$ cat config.mk
export PLATFORM = sky130hd
export DESIGN_NAME = hpn_mul
export DESIGN_NICKNAME = d
export VERILOG_FILES = /design/src/hpn_pkg.sv /design/src/hpn_mul.sv
export SDC_FILE = /design/constraint.sdc
export NUM_CORES = 2
export LEC_CHECK = 0
export BUFFER_PORTS_ARGS = -buffer_cell sky130_fd_sc_hd__buf_4
export CORE_UTILIZATION = 60
export CTS_BUF_LIST = sky130_fd_sc_hd__clkbuf_4 sky130_fd_sc_hd__clkbuf_8
export DETAILED_ROUTE_END_ITERATION = 8
export GPL_TIMING_DRIVEN = 1
export PLACE_DENSITY = 0.82
export SLEW_MARGIN = 20
export SYNTH_ARGS = -nofsm -noshare
export SYNTH_HDL_FRONTEND = slang
export SYNTH_SLANG_ARGS = --single-unit
$ cat constraint.sdc
create_clock -name i_clk -period 7.1 [get_ports i_clk]
set_input_delay 1.42 -clock i_clk [delete_from_list [all_inputs] [get_ports i_clk]]
set_output_delay 1.42 -clock i_clk [all_outputs]
set_load 0.01 [all_outputs]
$ cat src/hpn_pkg.sv
// Shared constants and types for the 4D hyperplane normal core.
`default_nettype none

package hpn_pkg;

    localparam int LIMB_W    = 32;   // multiplier partial product slice
    localparam int FRAC_BITS = 16;   // Q16.16 inputs
    localparam int CFG_W     = 31;   // cell size register width
    localparam int IDX_W     = 24;   // voxel index width
    localparam int NCOMP     = 5;    // A, -B, -C, D, F
    localparam int CFG_IDX_W = 2;

    localparam logic [CFG_IDX_W-1:0] CFG_SX = 2'd0;
    localparam logic [CFG_IDX_W-1:0] CFG_SY = 2'd1;
    localparam logic [CFG_IDX_W-1:0] CFG_SZ = 2'd2;

    localparam logic [CFG_W-1:0] CFG_RESET = 31'd65536;  // 1.0

    typedef struct packed {
        logic             vld;
        logic             zero;
        logic [NCOMP-1:0] neg;
        logic [IDX_W-1:0] idx;
    } t_tag;

endpackage

`default_nettype wire

$ cat src/hpn_mul.sv
// Pipelined signed multiplier built from 32x32 partial products: magnitudes, partial products, row sums, total, sign.
`default_nettype none

module hpn_mul import hpn_pkg::*; #(
    parameter int AW = 32,
    parameter int BW = 32
) (
    input  logic                 i_clk,
    input  logic                 i_en,
    input  logic signed [AW-1:0] i_a,
    input  logic signed [BW-1:0] i_b,
    output logic signed [AW+BW-1:0] o_p
);

    localparam int NA   = (AW + LIMB_W - 1) / LIMB_W;
    localparam int NB   = (BW + LIMB_W - 1) / LIMB_W;
    localparam int PW   = AW + BW;
    localparam int RW   = (NB + 1) * LIMB_W;
    localparam int SUMW = (NA + NB) * LIMB_W;

    logic [NA*LIMB_W-1:0]   r_ma, n_ma;
    logic [NB*LIMB_W-1:0]   r_mb, n_mb;
    logic [AW-1:0]          w_abs_a;
    logic [BW-1:0]          w_abs_b;
    logic [2*LIMB_W-1:0]    r_pp [NA][NB];
    logic [RW-1:0]          r_row [NA];
    logic [RW-1:0]          n_row [NA];
    logic [SUMW-1:0]        r_sum, n_sum;
    logic signed [PW-1:0]   r_p;
    logic [4:1]             r_neg;

    // stage 1: magnitudes
    always_comb begin
        w_abs_a = i_a[AW-1] ? -i_a : i_a;
        w_abs_b = i_b[BW-1] ? -i_b : i_b;
        n_ma = '0;
        n_ma[AW-1:0] = w_abs_a;
        n_mb = '0;
        n_mb[BW-1:0] = w_abs_b;
    end

    // stage 3: row sums, stage 4: total
    always_comb begin
        for (int i = 0; i < NA; i++) begin
            n_row[i] = '0;
            for (int j = 0; j < NB; j++) begin
                n_row[i] = n_row[i] + (RW'(r_pp[i][j]) << (LIMB_W * j));
            end
        end
        n_sum = '0;
        for (int i = 0; i < NA; i++) begin
            n_sum = n_sum + (SUMW'(r_row[i]) << (LIMB_W * i));
        end
    end

    always_ff @(posedge i_clk) begin
        if (i_en) begin
            r_ma     <= n_ma;
            r_mb     <= n_mb;
            r_neg[1] <= i_a[AW-1] ^ i_b[BW-1];
            for (int i = 0; i < NA; i++) begin
                for (int j = 0; j < NB; j++) begin
                    r_pp[i][j] <= r_ma[i*LIMB_W +: LIMB_W] * r_mb[j*LIMB_W +: LIMB_W];
                end
            end
            r_neg[2] <= r_neg[1];
            r_row    <= n_row;
            r_neg[3] <= r_neg[2];
            r_sum    <= n_sum;
            r_neg[4] <= r_neg[3];
            r_p      <= r_neg[4] ? -$signed(r_sum[PW-1:0]) : $signed(r_sum[PW-1:0]);
        end
    end

    assign o_p = r_p;

endmodule

`default_nettype wire

==> flow_summary.json <==
{
  "outcome": "complete, but fails checks",
  "violations": "setup timing",
  "dieArea_mm2": 0.0772,
  "synth_simple_gate_area_frac": 0.150,
  "synth-seq-cells": 324,
  "fin_crit_ns": 7.43,
  "synth-main-ff-cell": "edfxtp_1",
  "final_common_cell": "fa_1",
  "grt_pass1_vias": 34400,
  "layout-drive-gt1-share": 0.179,
  "cp-end-kind": "flop",
  "clockBufferDepth": 3,
  "setup_ws_ns": -0.333,
  "min_path_type": "reg2reg",
  "grt_antenna_before_repair": 1,
  "crit_type": "reg2reg",
  "synth_xor_area_frac": 0.0347,
  "vias_per_cell": 5.59,
  "slew_viol_final": 0,
  "syn_inst": 4368,
  "antennaDiodeCount": 0,
  "hold_depth": 0,
  "avgSynthCellArea_um2": 10.5,
  "reg2reg_depth": 23,
  "cts_tree": "yes",
  "ys_seq_area_frac": 0.213,
  "report.final.hold_viol_count": 0,
  "final_nets": 5963,
  "postCtsHoldBufs": 0,
  "die_x_um": 278,
  "clk_latency_ns": 0.63,
  "rsz0062_at_grt": "yes",
  "fmax_ghz": 0.135,
  "fin_skew_ns": 0.0476,
  "first_pass_iters": 5,
  "synth_area_mm2": 0.0456,
  "setup_viol": 22,
  "cp.required_ns": 7.45,
  "area_growth_pct": 16.4,
  "min_from": "r_row[7]",
  "synth_compound_area_frac": 0.0450,
  "overflow": 0,
  "row_count": 100,
  "path_clk_slew_ns": 0.06,
  "synth_edf_count": 324,
  "clock-sinks": 324,
  "ys_types": 70,
  "grt_pass1_wl_um": 179000,
  "post-route-util": 0.710,
  "drt_iter0_markers": 2707,
  "arrival_ns": 7.78,
  "slew_headroom": 0.371,
  "initial_utilization": 0.610,
  "grt_usage": 0.295,
  "syn_nets": 5596,
  "globalplace.congestion": 0.967,
  "dpl.hpwl_um": 90200,
  "die_y_um": 278,
  "ys_async_sr_fraction": 0,
  "timing.rr.start": "r_mb[10]",
  "worst_r2r_endpoint": "r_pp[0][57]",
  "grt_max_degree": 195,
  "ys_warn_count": 0,
  "wirelength_um": 112000,
  "ios": 130,
  "synthAdderAreaFrac": 0.466,
  "r2r_slack_ns": -0.33,
  "port_buffers": 129,
  "tightest_slew_ns": 0.931,
  "htreeDepth": 2,
  "start_kind": "flop",
  "synth_top_family_by_area": "adder cells",
  "drc_errors": 0,
  "cts_made_buffers": 50,
  "vias": 32100,
  "maxCapViolations": 0,
  "path_max_fanout": 7,
  "ant_nets": 0,
  "final_cell_mix": "fa_1 (863), inv_1 (834), and2_1 (613)",
  "fin_crit_sh": 1.05,
  "holdPathEnd": "r_sum[7]",
  "core_mm2": 0.0748,
  "synthMuxAreaShare": 0.000439,
  "cts_root_buf": "clkbuf_8",
  "routedWlPerCell_um": 19.5
}
## how the worst max path moves through the flow
stage | startpoint | to | slack [ns] | depth (start not counted)
after floorplan | r_mb[5] | r_pp[0][55] | 0.02 | 24
after global placement | r_ma[13] | r_pp[0][48] | -0.32 | 22
after detailed placement | r_mb[2] | r_pp[0][48] | -0.42 | 23
after CTS | r_mb[5] | r_pp[0][59] | -0.30 | 24
after global routing | r_ma[13] | r_pp[0][59] | -0.61 | 27
final | r_mb[10] | r_pp[0][57] | -0.33 | 23
## Yosys cell counts (3+ instances only)
library cell / n / area, um^2
o21ai_1: 8 / 40.0
nand2b_1: 12 / 75.1
a211oi_1: 6 / 45.0
o21a_1: 6 / 45.0
o21ai_0: 58 / 290
or2_2: 3 / 18.8
nand2_1: 485 / 1820
nand3_1: 14 / 70.1
nor3_1: 11 / 55.1
edfxtp_1: 324 / 9730
o21bai_1: 11 / 82.6
o31ai_1: 38 / 285
a21oi_1: 83 / 415
ha_1: 266 / 3330
o41ai_2: 3 / 48.8
fa_1: 896 / 17900
xnor2_1: 146 / 1280
and4_1: 3 / 26.3
or4_1: 10 / 75.1
and3_1: 8 / 50.1
xor2_1: 35 / 307
and2_1: 633 / 3960
o211ai_1: 4 / 30.0
or4_4: 6 / 67.6
nor2b_1: 5 / 31.3
or3_1: 15 / 93.8
inv_1: 862 / 3240
a31oi_1: 11 / 68.8
buf_1: 3 / 11.3
or3_4: 4 / 45.0
clkbuf_1: 233 / 875
nand4_1: 23 / 144
nor2_1: 33 / 124
nor4_1: 5 / 31.3
o41ai_1: 15 / 131
a41oi_1: 4 / 35.0
o31a_1: 4 / 35.0
nor4b_1: 4 / 35.0
a21o_1: 34 / 255
a31o_2: 3 / 26.3
## registers in the layout, indices dropped and copies added, names as in the netlist
register and flops:
r_neg 4, r_ma 32, r_sum 64, o_p 64, r_pp 64, r_row 64
r_mb 32
## worst max-delay path: stages, from the launching register on
cell,delay (ns)
edfxtp_1,0.39
buf_4,0.19
buf_12,0.14
buf_16,0.13
nand2_1,0.07
fa_1,0.44
fa_1,0.59
fa_1,0.51
fa_1,0.57
inv_1,0.07
fa_1,0.56
fa_1,0.44
fa_1,0.52
fa_1,0.46
ha_4,0.30
buf_6,0.09
nand4_1,0.18
nor3_2,0.24
nor4b_4,0.24
a21oi_2,0.13
o41a_1,0.36
o21ai_2,0.19
a41oi_1,0.17
xnor2_1,0.16
## per-layer routing
layer,GRT usage,part of all wire,wire (um)
met5,0,0,0
met4,0.0799,0.029,3230
met3,0.0857,0.11,12600
met2,0.482,0.47,52800
met1,0.387,0.39,43300
## cell families (layout without fill, tap and decap cells)
kind of cell / Yosys count / count (layout)
buffers and inverters: 1100 / 1503
adders and majority gates: 1162 / 1162
xor gates and xnor gates: 181 / 181
and+or+nand+nor: 1289 / 1289
DFF: 324 / 324
muxes: 2 / 2
AOI/OAI and AO/OA: 310 / 310
## per-stage QoR
stage               std cells  setup TNS, ns  instance area, um^2  setup slack, ns  hold slack (ns)
finish                   5740          -3.41                53100           -0.333            0.415
global placement         5605          -3.09                50600           -0.317            0.402
global route             5740          -8.58                53100           -0.607            0.421
CTS                      5726          -2.28                52600           -0.301            0.414
detailed placement       5605          -5.04                50600           -0.419            0.405
floorplan                4368              0                45700           0.0243            0.400
## area by class of cell
| type | instances | area (um^2) |
|---|---|---|
| multi-input cells | 2944 | 32800 |
| fillers | 5070 | 21700 |
| flip-flops and latches | 324 | 9730 |
| repair buffers | 553 | 5100 |
| inverters | 862 | 3240 |
| well taps | 969 | 1210 |
| clock buffers | 65 | 807 |
| clock inverters | 23 | 255 |
## repair_timing
item                                   CTS  global route
endpoints found under the hold margin    0             0
setup endpoints to repair               24            35
cloned                                   3             1
gates resized for setup                146           116
pin swaps                               75            74
buffers inserted                        30            16
Power is not shown: default switching activity piles up to over one toggle a cycle in this logic, so the estimate is an artifact.
